[config.mk]
export PLATFORM = sky130hd
export DESIGN_NAME = tick_driven_uart_with_tx_queue
export DESIGN_NICKNAME = d
export VERILOG_FILES = /design/src/hw/rtl/tdu_pkg.sv /design/src/hw/rtl/tdu_ram.sv /design/src/hw/rtl/tdu_rx.sv /design/src/hw/rtl/tdu_tx.sv /design/src/hw/rtl/tick_driven_uart_with_tx_queue.sv
export SDC_FILE = /design/constraint.sdc
export NUM_CORES = 1
export LEC_CHECK = 0
export ABC_AREA = 1
export BUFFER_PORTS_ARGS = -buffer_cell sky130_fd_sc_hd__buf_2
export CAP_MARGIN = 10
export CORE_ASPECT_RATIO = 0.8
export CORE_MARGIN = 4
export CORE_UTILIZATION = 56
export DETAILED_ROUTE_END_ITERATION = 8
export PLACE_DENSITY_LB_ADDON = 0.05
export SETUP_SLACK_MARGIN = 0.4
export SYNTH_ARGS = -nofsm -noshare
export SYNTH_HDL_FRONTEND = slang
export SYNTH_HIERARCHICAL = 1
export SYNTH_SLANG_ARGS = --single-unit
export TNS_END_PERCENT = 5
[constraint.sdc]
create_clock -name aclk -period 2.8 [get_ports aclk]
set_input_delay 0.28 -clock aclk [delete_from_list [all_inputs] [get_ports aclk]]
set_output_delay 0.28 -clock aclk [all_outputs]
set_load 0.005 [all_outputs]
[src/hw/rtl/tdu_pkg.sv]
// tdu_pkg: shared types and constants for the tick driven uart
// operation codes, register indexes, frame config and result structs
// no dependencies
`timescale 1ns / 1ps
`default_nettype none

package tdu_pkg;

    localparam int FIFO_DEPTH_DEF = 16;

    localparam int CFG_IDX_W  = 2;
    localparam int CFG_DATA_W = 4;

    localparam logic [CFG_IDX_W-1:0] REG_DATA_BITS = 2'd0;
    localparam logic [CFG_IDX_W-1:0] REG_STOP_BITS = 2'd1;

    localparam logic [3:0] DATA_BITS_RST = 4'd8;
    localparam logic [1:0] STOP_BITS_RST = 2'd1;
    localparam logic [3:0] DATA_BITS_MIN = 4'd5;
    localparam logic [3:0] DATA_BITS_MAX = 4'd8;
    localparam logic [1:0] STOP_BITS_MIN = 2'd1;
    localparam logic [1:0] STOP_BITS_MAX = 2'd2;

    localparam logic [7:0] BYTE_ONES = 8'hFF;

    typedef enum logic [1:0] {
        OP_TICK = 2'd0,
        OP_EDGE = 2'd1,
        OP_PUSH = 2'd2
    } op_t;

    typedef struct packed {
        logic [3:0] nd;
        logic [3:0] frame;
    } frame_cfg_t;

    typedef struct packed {
        logic tick;
        logic edge_ev;
        logic push;
    } ev_t;

    typedef struct packed {
        logic       valid;
        logic [7:0] data;
        logic       edge_ok;
    } rx_res_t;

    typedef struct packed {
        logic line;
        logic busy;
        logic push_ok;
    } tx_res_t;

endpackage

`default_nettype wire

[src/hw/rtl/tdu_ram.sv]
// tdu_ram: transmit queue storage, one write and one registered read port
// write-first bypass when both ports hit the same entry
// no dependencies
`timescale 1ns / 1ps
`default_nettype none

module tdu_ram #(
    parameter int DEPTH = 16,
    parameter int AW    = 4,
    parameter int DW    = 8
) (
    input  wire logic          aclk,
    input  wire logic          we,
    input  wire logic [AW-1:0] waddr,
    input  wire logic [DW-1:0] wdata,
    input  wire logic [AW-1:0] raddr,
    output logic      [DW-1:0] rdata
);

    logic [DW-1:0] mem [DEPTH];
    logic [DW-1:0] rdata_reg;

    always_ff @(posedge aclk) begin
        if (we) begin
            mem[waddr] <= wdata;
        end
    end

    always_ff @(posedge aclk) begin
        if (we && (waddr == raddr)) begin
            rdata_reg <= wdata;
        end else begin
            rdata_reg <= mem[raddr];
        end
    end

    assign rdata = rdata_reg;

endmodule

`default_nettype wire

[src/hw/rtl/tdu_rx.sv]
// tdu_rx: receive half, arms on a falling edge and samples on ticks
// depends on tdu_pkg
`timescale 1ns / 1ps
`default_nettype none

module tdu_rx
    import tdu_pkg::*;
(
    input  wire logic       aclk,
    input  wire logic       aresetn,
    input  wire frame_cfg_t cfg,
    input  wire ev_t        ev,
    input  wire logic       rx_level,
    output rx_res_t         res
);

    logic       armed_reg, armed_next;
    logic [3:0] cnt_reg, cnt_next;
    logic [7:0] shift_reg, shift_next;
    logic [3:0] cnt_inc;
    logic [7:0] aligned;

    assign cnt_inc = cnt_reg + 4'd1;

    always_comb begin
        case (cfg.nd)
            4'd5:    aligned = {3'b000, shift_reg[7:3]};
            4'd6:    aligned = {2'b00, shift_reg[7:2]};
            4'd7:    aligned = {1'b0, shift_reg[7:1]};
            default: aligned = shift_reg;
        endcase
    end

    always_comb begin
        armed_next = armed_reg;
        cnt_next   = cnt_reg;
        shift_next = shift_reg;
        res        = '0;
        if (ev.tick && armed_reg) begin
            if (cnt_inc >= cfg.frame) begin
                res.valid  = 1'b1;
                res.data   = aligned;
                armed_next = 1'b0;
                cnt_next   = 4'd0;
            end else begin
                cnt_next = cnt_inc;
                if (cnt_inc <= cfg.nd + 4'd1) begin
                    shift_next = {rx_level, shift_reg[7:1]};
                end
            end
        end else if (ev.edge_ev && !armed_reg) begin
            armed_next  = 1'b1;
            cnt_next    = 4'd0;
            shift_next  = 8'd0;
            res.edge_ok = 1'b1;
        end
    end

    always_ff @(posedge aclk) begin
        if (!aresetn) begin
            armed_reg <= 1'b0;
            cnt_reg   <= 4'd0;
            shift_reg <= 8'd0;
        end else begin
            armed_reg <= armed_next;
            cnt_reg   <= cnt_next;
            shift_reg <= shift_next;
        end
    end

endmodule

`default_nettype wire

[src/hw/rtl/tdu_tx.sv]
// tdu_tx: transmit half with queue pointers around tdu_ram
// the head entry is prefetched so a tick can pop it at once
// depends on tdu_pkg and tdu_ram
`timescale 1ns / 1ps
`default_nettype none

module tdu_tx
    import tdu_pkg::*;
#(
    parameter int FIFO_DEPTH = FIFO_DEPTH_DEF
) (
    input  wire logic       aclk,
    input  wire logic       aresetn,
    input  wire frame_cfg_t cfg,
    input  wire ev_t        ev,
    input  wire logic [7:0] push_data,
    output tx_res_t         res
);

    localparam int AW = $clog2(FIFO_DEPTH);
    localparam int FW = $clog2(FIFO_DEPTH + 1);
    localparam logic [AW-1:0] LAST_PTR  = AW'(FIFO_DEPTH - 1);
    localparam logic [FW-1:0] FULL_FILL = FW'(FIFO_DEPTH);

    logic [AW-1:0] head_reg, head_next;
    logic [AW-1:0] tail_reg, tail_next;
    logic [FW-1:0] fill_reg, fill_next;
    logic [3:0]    cnt_reg, cnt_next;
    logic [7:0]    shift_reg, shift_next;
    logic          line_reg, line_next;
    logic          active_reg, active_next;
    logic [7:0]    head_data;
    logic          push_ok;

    assign push_ok = ev.push && (fill_reg != FULL_FILL);

    always_comb begin
        head_next   = head_reg;
        tail_next   = tail_reg;
        fill_next   = fill_reg;
        cnt_next    = cnt_reg;
        shift_next  = shift_reg;
        line_next   = line_reg;
        active_next = active_reg;
        if (ev.tick) begin
            if (cnt_reg == 4'd0) begin
                if (fill_reg != '0) begin
                    shift_next  = head_data;
                    head_next   = (head_reg == LAST_PTR) ? '0 : head_reg + AW'(1);
                    fill_next   = fill_reg - FW'(1);
                    line_next   = 1'b0;
                    active_next = 1'b1;
                    cnt_next    = 4'd1;
                end
            end else if (cnt_reg <= cfg.frame - 4'd1) begin
                line_next  = (cnt_reg <= cfg.nd) ? shift_reg[0] : 1'b1;
                shift_next = {1'b1, shift_reg[7:1]};
                cnt_next   = cnt_reg + 4'd1;
            end else begin
                line_next   = 1'b1;
                active_next = 1'b0;
                cnt_next    = 4'd0;
            end
        end else if (push_ok) begin
            tail_next = (tail_reg == LAST_PTR) ? '0 : tail_reg + AW'(1);
            fill_next = fill_reg + FW'(1);
        end
    end

    tdu_ram #(
        .DEPTH (FIFO_DEPTH),
        .AW    (AW),
        .DW    (8)
    ) u_ram (
        .aclk  (aclk),
        .we    (push_ok),
        .waddr (tail_reg),
        .wdata (push_data),
        .raddr (head_next),
        .rdata (head_data)
    );

    always_ff @(posedge aclk) begin
        if (!aresetn) begin
            head_reg   <= '0;
            tail_reg   <= '0;
            fill_reg   <= '0;
            cnt_reg    <= 4'd0;
            shift_reg  <= BYTE_ONES;
            line_reg   <= 1'b1;
            active_reg <= 1'b0;
        end else begin
            head_reg   <= head_next;
            tail_reg   <= tail_next;
            fill_reg   <= fill_next;
            cnt_reg    <= cnt_next;
            shift_reg  <= shift_next;
            line_reg   <= line_next;
            active_reg <= active_next;
        end
    end

    assign res.line    = line_next;
    assign res.busy    = active_next;
    assign res.push_ok = push_ok;

endmodule

`default_nettype wire

[src/hw/rtl/tick_driven_uart_with_tx_queue.sv]
// tick_driven_uart_with_tx_queue: bit-tick uart with a transmit queue
// usage:
//   s_ channel carries one word per event: a bit tick, an rx falling edge
//   or a byte to push into the transmit queue. every accepted word gives
//   exactly one m_ word with the line level, busy, received byte and flags.
//   cfg channel writes data_bits (index 0) and stop_bits (index 1); the user
//   writes while the block is idle (not enforced); cfg_ready is always high.
// result and throughput:
//   the result word is registered, valid in the cycle after the input word is
//   accepted; one word is taken every cycle unless a result waits on m_ready.
//   the queue head is read from a memory with a registered read port and is
//   prefetched, so a tick pops it with no wait; a push to that entry is bypassed.
// reset:
//   synchronous, active low. counters, pointers and the output valid flag
//   clear, the tx line idles high, frame config returns to 8 data bits and
//   1 stop bit. queue memory contents are not cleared and need no sweep.
// stall:
//   while m_ready is low a waiting result holds and s_ready drops; a new
//   word is taken in the same cycle the waiting result leaves.
// depends on tdu_pkg, tdu_rx, tdu_tx, tdu_ram
`timescale 1ns / 1ps
`default_nettype none

module tick_driven_uart_with_tx_queue
    import tdu_pkg::*;
#(
    parameter int FIFO_DEPTH = FIFO_DEPTH_DEF
) (
    input  wire logic                  aclk,
    input  wire logic                  aresetn,

    input  wire logic                  cfg_valid,
    output logic                       cfg_ready,
    input  wire logic [CFG_IDX_W-1:0]  cfg_index,
    input  wire logic [CFG_DATA_W-1:0] cfg_data,

    input  wire logic                  s_valid,
    output logic                       s_ready,
    input  wire logic [1:0]            s_operation,
    input  wire logic                  s_rx_level,
    input  wire logic [7:0]            s_push_data,

    output logic                       m_valid,
    input  wire logic                  m_ready,
    output logic                       m_tx_level,
    output logic                       m_tx_busy,
    output logic                       m_rx_valid,
    output logic [7:0]                 m_rx_byte,
    output logic                       m_edge_accepted,
    output logic                       m_push_accepted
);

    logic [3:0] data_bits_reg;
    logic [1:0] stop_bits_reg;
    logic [3:0] nd;
    logic [1:0] ns;
    frame_cfg_t cfg;
    ev_t        ev;
    rx_res_t    rx_res;
    tx_res_t    tx_res;
    logic       accept;

    logic       m_valid_reg, m_valid_next;
    logic       tx_level_reg, tx_busy_reg, rx_valid_reg;
    logic [7:0] rx_byte_reg;
    logic       edge_ok_reg, push_ok_reg;

    assign cfg_ready = 1'b1;

    always_ff @(posedge aclk) begin
        if (!aresetn) begin
            data_bits_reg <= DATA_BITS_RST;
            stop_bits_reg <= STOP_BITS_RST;
        end else if (cfg_valid && cfg_ready) begin
            case (cfg_index)
                REG_DATA_BITS: data_bits_reg <= cfg_data;
                REG_STOP_BITS: stop_bits_reg <= cfg_data[1:0];
                default: ;
            endcase
        end
    end

    always_comb begin
        if (data_bits_reg < DATA_BITS_MIN) begin
            nd = DATA_BITS_MIN;
        end else if (data_bits_reg > DATA_BITS_MAX) begin
            nd = DATA_BITS_MAX;
        end else begin
            nd = data_bits_reg;
        end
        if (stop_bits_reg < STOP_BITS_MIN) begin
            ns = STOP_BITS_MIN;
        end else if (stop_bits_reg > STOP_BITS_MAX) begin
            ns = STOP_BITS_MAX;
        end else begin
            ns = stop_bits_reg;
        end
    end

    assign cfg.nd    = nd;
    assign cfg.frame = 4'd1 + nd + {2'b00, ns};

    assign s_ready = !m_valid_reg || m_ready;
    assign accept  = s_valid && s_ready;

    assign ev.tick    = accept && (s_operation == OP_TICK);
    assign ev.edge_ev = accept && (s_operation == OP_EDGE);
    assign ev.push    = accept && (s_operation == OP_PUSH);

    tdu_rx u_rx (
        .aclk     (aclk),
        .aresetn  (aresetn),
        .cfg      (cfg),
        .ev       (ev),
        .rx_level (s_rx_level),
        .res      (rx_res)
    );

    tdu_tx #(
        .FIFO_DEPTH (FIFO_DEPTH)
    ) u_tx (
        .aclk      (aclk),
        .aresetn   (aresetn),
        .cfg       (cfg),
        .ev        (ev),
        .push_data (s_push_data),
        .res       (tx_res)
    );

    always_comb begin
        m_valid_next = m_valid_reg;
        if (accept) begin
            m_valid_next = 1'b1;
        end else if (m_ready) begin
            m_valid_next = 1'b0;
        end
    end

    always_ff @(posedge aclk) begin
        if (!aresetn) begin
            m_valid_reg <= 1'b0;
        end else begin
            m_valid_reg <= m_valid_next;
        end
    end

    always_ff @(posedge aclk) begin
        if (accept) begin
            tx_level_reg <= tx_res.line;
            tx_busy_reg  <= tx_res.busy;
            rx_valid_reg <= rx_res.valid;
            rx_byte_reg  <= rx_res.data;
            edge_ok_reg  <= rx_res.edge_ok;
            push_ok_reg  <= tx_res.push_ok;
        end
    end

    assign m_valid         = m_valid_reg;
    assign m_tx_level      = tx_level_reg;
    assign m_tx_busy       = tx_busy_reg;
    assign m_rx_valid      = rx_valid_reg;
    assign m_rx_byte       = rx_byte_reg;
    assign m_edge_accepted = edge_ok_reg;
    assign m_push_accepted = push_ok_reg;

    a_accept_gives_word: assert property (@(posedge aclk) disable iff (!aresetn)
        s_valid && s_ready |=> m_valid)
        else $error("accepted word gave no result");

    a_rx_only_on_tick: assert property (@(posedge aclk) disable iff (!aresetn)
        s_valid && s_ready && (s_operation != OP_TICK) |=> !m_rx_valid)
        else $error("rx byte delivered on a non-tick word");

    a_push_flags: assert property (@(posedge aclk) disable iff (!aresetn)
        s_valid && s_ready && (s_operation == OP_PUSH) |=> !m_edge_accepted)
        else $error("edge flag set on a push word");

    a_tick_no_push_flag: assert property (@(posedge aclk) disable iff (!aresetn)
        s_valid && s_ready && (s_operation != OP_PUSH) |=> !m_push_accepted)
        else $error("push flag set on a non-push word");

endmodule

`default_nettype wire

# After elaboration in Yosys (flattened, before gate mapping)
# Memories as Yosys holds them, arrays and structs flattened. A register that Yosys moved wholly into a read port is not among the register bits.
# Cells that the tools add are included.
[op_classes]
n_shift = 0
n_eq_ne = 15
mul = 0
bitwise = 1
order_cmp = 8
add_sub_neg = 9
n_mux = 45
div = 0
n_reduce_logical = 27
[ops]
columns = ["cell", "count"]
rows = [
  ["two-way mux 8 bit", 7],
  ["two-way mux 4 bit", 13],
  ["case mux 8 bit (3 select lines)", 1],
  ["adder 4 x 1 -> 4 bit, second input constant", 5],
  ["two-way mux 5 bit", 4],
  ["two-way mux 1 bit", 17],
  ["== test 4 x 3 -> 1 bit, second input constant", 3],
  ["less-or-equal comparator 4 bit", 3],
  ["AND reduction 2 bit", 6],
  ["two-way mux 9 bit", 1],
  ["AND reduction 3 bit", 3],
  ["== test 4 bit, second input constant", 2],
  ["inequality test 2 bit, second input constant", 4],
  ["nonzero test 2 bit", 4],
  ["logical AND 1 bit", 7],
  ["adder 5 x 1 -> 5 bit, second input constant", 1],
  ["inequality test 5 bit, second input constant", 1],
  ["nonzero test 5 bit", 1],
  ["subtractor 5 x 1 -> 5 bit, second input constant", 1],
  ["adder 4 x 2 -> 4 bit", 1],
  ["== test 2 x 1 -> 1 bit, second input constant", 2],
  ["greater-or-equal comparator 4 bit", 1],
  ["greater-than comparator 4 bit, second input constant", 1],
  ["zero test 2 bit", 2],
  ["11 further kinds", 14],
]
[word_totals]
regBits = 60
out_inout_bits = 16
ramBits = 128
mem_bits_ro = 0
elab_cells = 125
input_bits = 22
mem_count = 1
latchBits = 0
[mem_list]
columns = ["name", "words", "width", "rd", "rd_ports_with_merged_regs", "write_ports", "line_no", "rtl"]
rows = [
  ["u_tx.u_ram.mem", 16, 8, 1, 1, 1, "tdu_ram.sv:20", "logic [DW-1:0] mem [DEPTH];"],
]

# Logic depth before layout (Yosys ltp)
[logic_depth]
depth_word = 10
mapped_depth = 18
ltp_nobuf = 17

# By module
# The synthesis kept the hierarchy.
[modules_own_cells]
columns = ["module", "cells_each", "instances", "area_each_um2"]
rows = [
  ["tdu_ram", 549, 1, 5691.7],
  ["tdu_tx", 261, 1, 1853.0],
  ["tdu_rx", 174, 1, 1152.4],
  ["tick_driven_uart_with_tx_queue", 76, 1, 805.8],
]

# Worst setup path before layout
# OpenSTA, ideal clock, no wires.
[synth_timing]
path_type = "reg-to-reg"
from = "reg data_bits_reg[3]"
to = "reg tx_level_reg (netlist: m_tx_level) (data pin)"
path_slack_ps = -150
arrival_ps = 2699
path_stages_with_launch = 19
setup_ps = 251
n_path_buf = 1
required_ps = 2549
path_cell_list = "dfxtp_1 -> inv_1 -> o21ai_0 -> ha_1 -> inv_1 -> fa_1 -> xnor2_1 -> nor3_1 -> xnor2_1 -> ha_1 -> nand2_1 -> inv_1 -> nand2_1 -> nand2_1 -> nand2_1 -> nand3_1 -> nand2_1 -> nand2_1 -> buf_4"
[synth_rtl]
columns = ["item", "line_no", "rtl"]
rows = [
  ["start: declaration", "tick_driven_uart_with_tx_queue.sv:53", "logic [3:0] data_bits_reg;"],
  ["start signal: assignment", "tick_driven_uart_with_tx_queue.sv:76", "REG_DATA_BITS: data_bits_reg <= cfg_data;"],
  ["end signal: assignment", "tick_driven_uart_with_tx_queue.sv:149", "tx_level_reg <= tx_res.line;"],
  ["end: declaration", "tick_driven_uart_with_tx_queue.sv:64", "logic tx_level_reg, tx_busy_reg, rx_valid_reg;"],
]

==> summary.md <==
| Metric | Value |
|---|---|
| Status | finished, violations left |
| Failing checks | negative setup slack |
| Inst Count DP | 1306 |
| Post-synth EDFFs | 141 |
| Primary FF master, synth | edfxtp_1 |
| Synth top cells by count | 298 x nand2_1, 169 x inv_1, 145 x nand3_1 |
| Seq cells post-synth | between 150 and 200 |
| Clock-pin slew on the worst setup and hold paths | roughly 0.070 ns |
| Synth top area share | 44.56% |
| Syn-to-layout area delta | 14.46% |
| Hold Crit Endpoint | data_bits_reg[3] |
| Final ANT Viol Nets | 0 |
| GR Util All Layers | 22.35% |
| Biggest register | u_tx/u_ram/mem |
| Port Buffers | 36 |
| Post-synthesis sequential area ratio | a little under three fifths |
| N_diodes | 0 |
| Net count of the finished layout | 1168 |
| Initial Util | 57.23% |
| Core Box Area | 16610 um^2 |
| Crit end category | flip-flop |
| Tcrit/Tclk final | 100.1% |
| Max reg flops | 128 |
| Crit Path Category | flip-flop to flip-flop |
| Final worst path period need | 2.804 ns |
| Hold Path Depth | 3 |
| Worst min path class | input port to flip-flop |
| Final HPWL DP | between 10000 and 15000 um |
| Part of the power in registers | between 50% and 60% |
| DR WL/cell | ~16 um |
| Final WS setup | -0.003887 ns |
| Max Clk Rate | ~360 MHz |
| Cell-internal power | 4612 uW |
| I/O pin total | 38 |
| 1st-iter DRT viols | 519 |
| Clk network pwr share | 39.5% |
| Vias in the first global route | 6399 |
| Via count | between 6000 and 7000 |
| Routed vias/inst | 5.166 |
| Power density cells | 563.9 nW/um^2 |
| Mapped cell area | 9503 um^2 |
| Lkg Pwr | 0.004836 uW |
| Share of cells above drive strength 1 | between 15 and 20% |
| Hold Path Origin | cfg_data[3] |
| Clock tree root buffer cell | clkbuf_16 |
| DR DRC count | 0 |
| Die Wd | 153.6 um |
| Worst R2R Start | data_bits_reg[2] |
| Switching power total | about 1500 uW |
| R2R Path End | m_tx_busy |
| Count leader, synth | nand2_1 |
| Gr ovfl total | 0 |
| Final Max Slew Viols | 0 |
| First-pass GRT wire length | 33760 um |
| Avg Cell Area, Syn | 8.965 um^2 |
| Die height | 124.5 um |
| Worst R2R Path Depth | 16 |
| Least-Margin Pin Slew | 0.7327 ns |
| Pin count of the biggest net entering global routing | 65 |
| Die area | 19130 um^2 |
| Worst EP arrival | ~3.0 ns |
| CTS tree | yes |
| Crit path required time | 3.00 ns |
| Unique masters post-synth | 42 |
| Post-synth top area cell | edfxtp_1 |
| VDD IR max | around 0.43 mV |
| RD Place Congestion | about 0.9 |
| Unrepaired setup endpoints after global routing | yes |
| Number of cells produced by synthesis | 1060 |
| CP Launch Type | flip-flop |
| Slew margin rel. | 51.15% |
| TritonCTS Buffers | 17 |
| Comb power frac | 9.9% |
| Htree depth | 4 |
| Top post-synthesis cells by area | edfxtp_1 45%, nand2_1 12%, dfxtp_1 11%, nand3_1 7.6%, inv_1 6.7% |
| Layout Cells excl Fill | 1347 |
| Rows | 42 |
| Final setup violation count | 1 |
| Hold_ws | 0.08270 ns |
| Tot Pwr | 6133 uW |
| Endpoints failing hold | 0 |
| Synth Net Count | 1114 |
| Antenna violations before repair | 0 |
| Switching share of total power | 24.81% |
| Reg2Reg Setup Slack | -0.004 ns |
| Hold Buf Count CTS | 0 |
| YS warnings | 6 |
| Sink Count | 191 |
| Max-cap viol count | 0 |
| Crit path max fanout | 4 |
| Final wirelength | 21200 um |
| Worst clock skew | 0.008013 ns |
| Clock tree buffer depth | 2 |
| Skew-Pair Late Insertion Delay | 0.43 ns |
| Drt pass-1 iters | 5 |
| Ys async rst share | 0% |
[logic make-up (layout without fill, tap and decap cells)]
kind of cell               Yosys count  in the layout  share of synthesized area, %
AOI/OAI and AO/OA                   55             55                         3.292
xor gates and xnor gates            13             13                         1.198
adders and majority gates           32             32                         4.371
buffers and inverters              221            286                         10.20
DFF                                191            191                         55.09
other                                1              1                       0.03946
and+or+nand+nor                    547            549                         25.81
[cell type report]
class | instances | area, um^2
clock buffers | 17 | 425.4
clock inverters | 15 | 158.9
fillers | 1356 | 5729
inverters | 184 | 726.9
multi-input cells | 650 | 3583
flip-flops and latches | 191 | 5240
well taps | 220 | 275.3
repair buffers | 70 | 466.7
[cells in the final DEF, fill, tap and decap left out, types with 3 or more instances in the layout]
| cell | count |
|---|---|
| a21oi_1 | 26 |
| a21oi_2 | 6 |
| buf_2 | 36 |
| buf_4 | 28 |
| buf_6 | 5 |
| clkbuf_16 | 17 |
| clkinvlp_4 | 4 |
| dfxtp_1 | 46 |
| dfxtp_2 | 4 |
| edfxtp_1 | 141 |
| ha_1 | 22 |
| ha_4 | 7 |
| inv_1 | 161 |
| inv_2 | 15 |
| inv_6 | 8 |
| nand2_1 | 289 |
| nand2_2 | 9 |
| nand2_4 | 8 |
| nand3_1 | 140 |
| nand3_2 | 12 |
| nand3_4 | 4 |
| nand4_1 | 3 |
| nor2_1 | 62 |
| nor2_2 | 6 |
| nor2_4 | 5 |
| o21ai_0 | 12 |
| o22ai_1 | 3 |
| xnor2_1 | 4 |
| xor2_1 | 6 |
[worst max-delay path: stages, from the launching register on]
cell	delay, ns
dfxtp_2	0.33
nand2_2	0.06
o21ai_2	0.16
ha_2	0.20
inv_2	0.04
fa_2	0.38
xnor2_4	0.16
nor3_2	0.16
xnor2_1	0.11
ha_1	0.35
nand2_1	0.08
inv_2	0.10
nand2_2	0.08
nand2_4	0.10
nand4_1	0.12
nand2_2	0.10
inv_2	0.03
[per-layer routing]
layer | GRT usage (%) | wire length, um | vias up
li1 | - | - | 3512
met1 | 33.28 | 10080 | 3195
met2 | 33.46 | 9600 | 228
met3 | 4.793 | 1329 | 24
met4 | 5.867 | 185 | 0
met5 | 0 | 0 | -
[stage by stage]
stage	util [%]	worst slack, ns	area, um^2	TNS (ns)
after floorplan	-	0.09173	9518	0
after global placement	59.82	0.07324	9933	0
after detailed placement	59.82	0.0003526	9933	0
after CTS	64.12	0.05579	10650	0
after global routing	65.50	-0.1736	10880	-2.039
final	65.50	-0.003887	10880	-0.003887
[how the worst max path moves through the flow]
stage                           startpoint          to  slack, ns  cells past startpoint
after global placement    data_bits_reg[2]  m_tx_level       0.07                     15
after floorplan           data_bits_reg[3]  m_tx_level       0.09                     15
after CTS                 data_bits_reg[1]   m_tx_busy       0.06                     16
after detailed placement  data_bits_reg[2]  m_tx_level     0.0004                     15
after global routing      data_bits_reg[1]  m_tx_level      -0.17                     17
final                     data_bits_reg[2]   m_tx_busy     -0.004                     16
[power by group through the flow]
stage                     Sequential, uW  Combinational (uW)  Clock [uW]
after global routing                3110                 683        2600
after CTS                           3110                 571        2460
after global placement              3170                 538           0
after detailed placement            3170                 545           0
after floorplan                     3160                 397           0
final                               3110                 605        2420
[repair_timing]
action                                 CTS  global route
resized for setup                       17            45
setup endpoints to repair               38            49
setup buffers                            6             1
endpoints found under the hold margin    0             0
cloned                                   2             0
pin swaps                               12            31
Note: power is estimated with default switching activity, not from simulation.
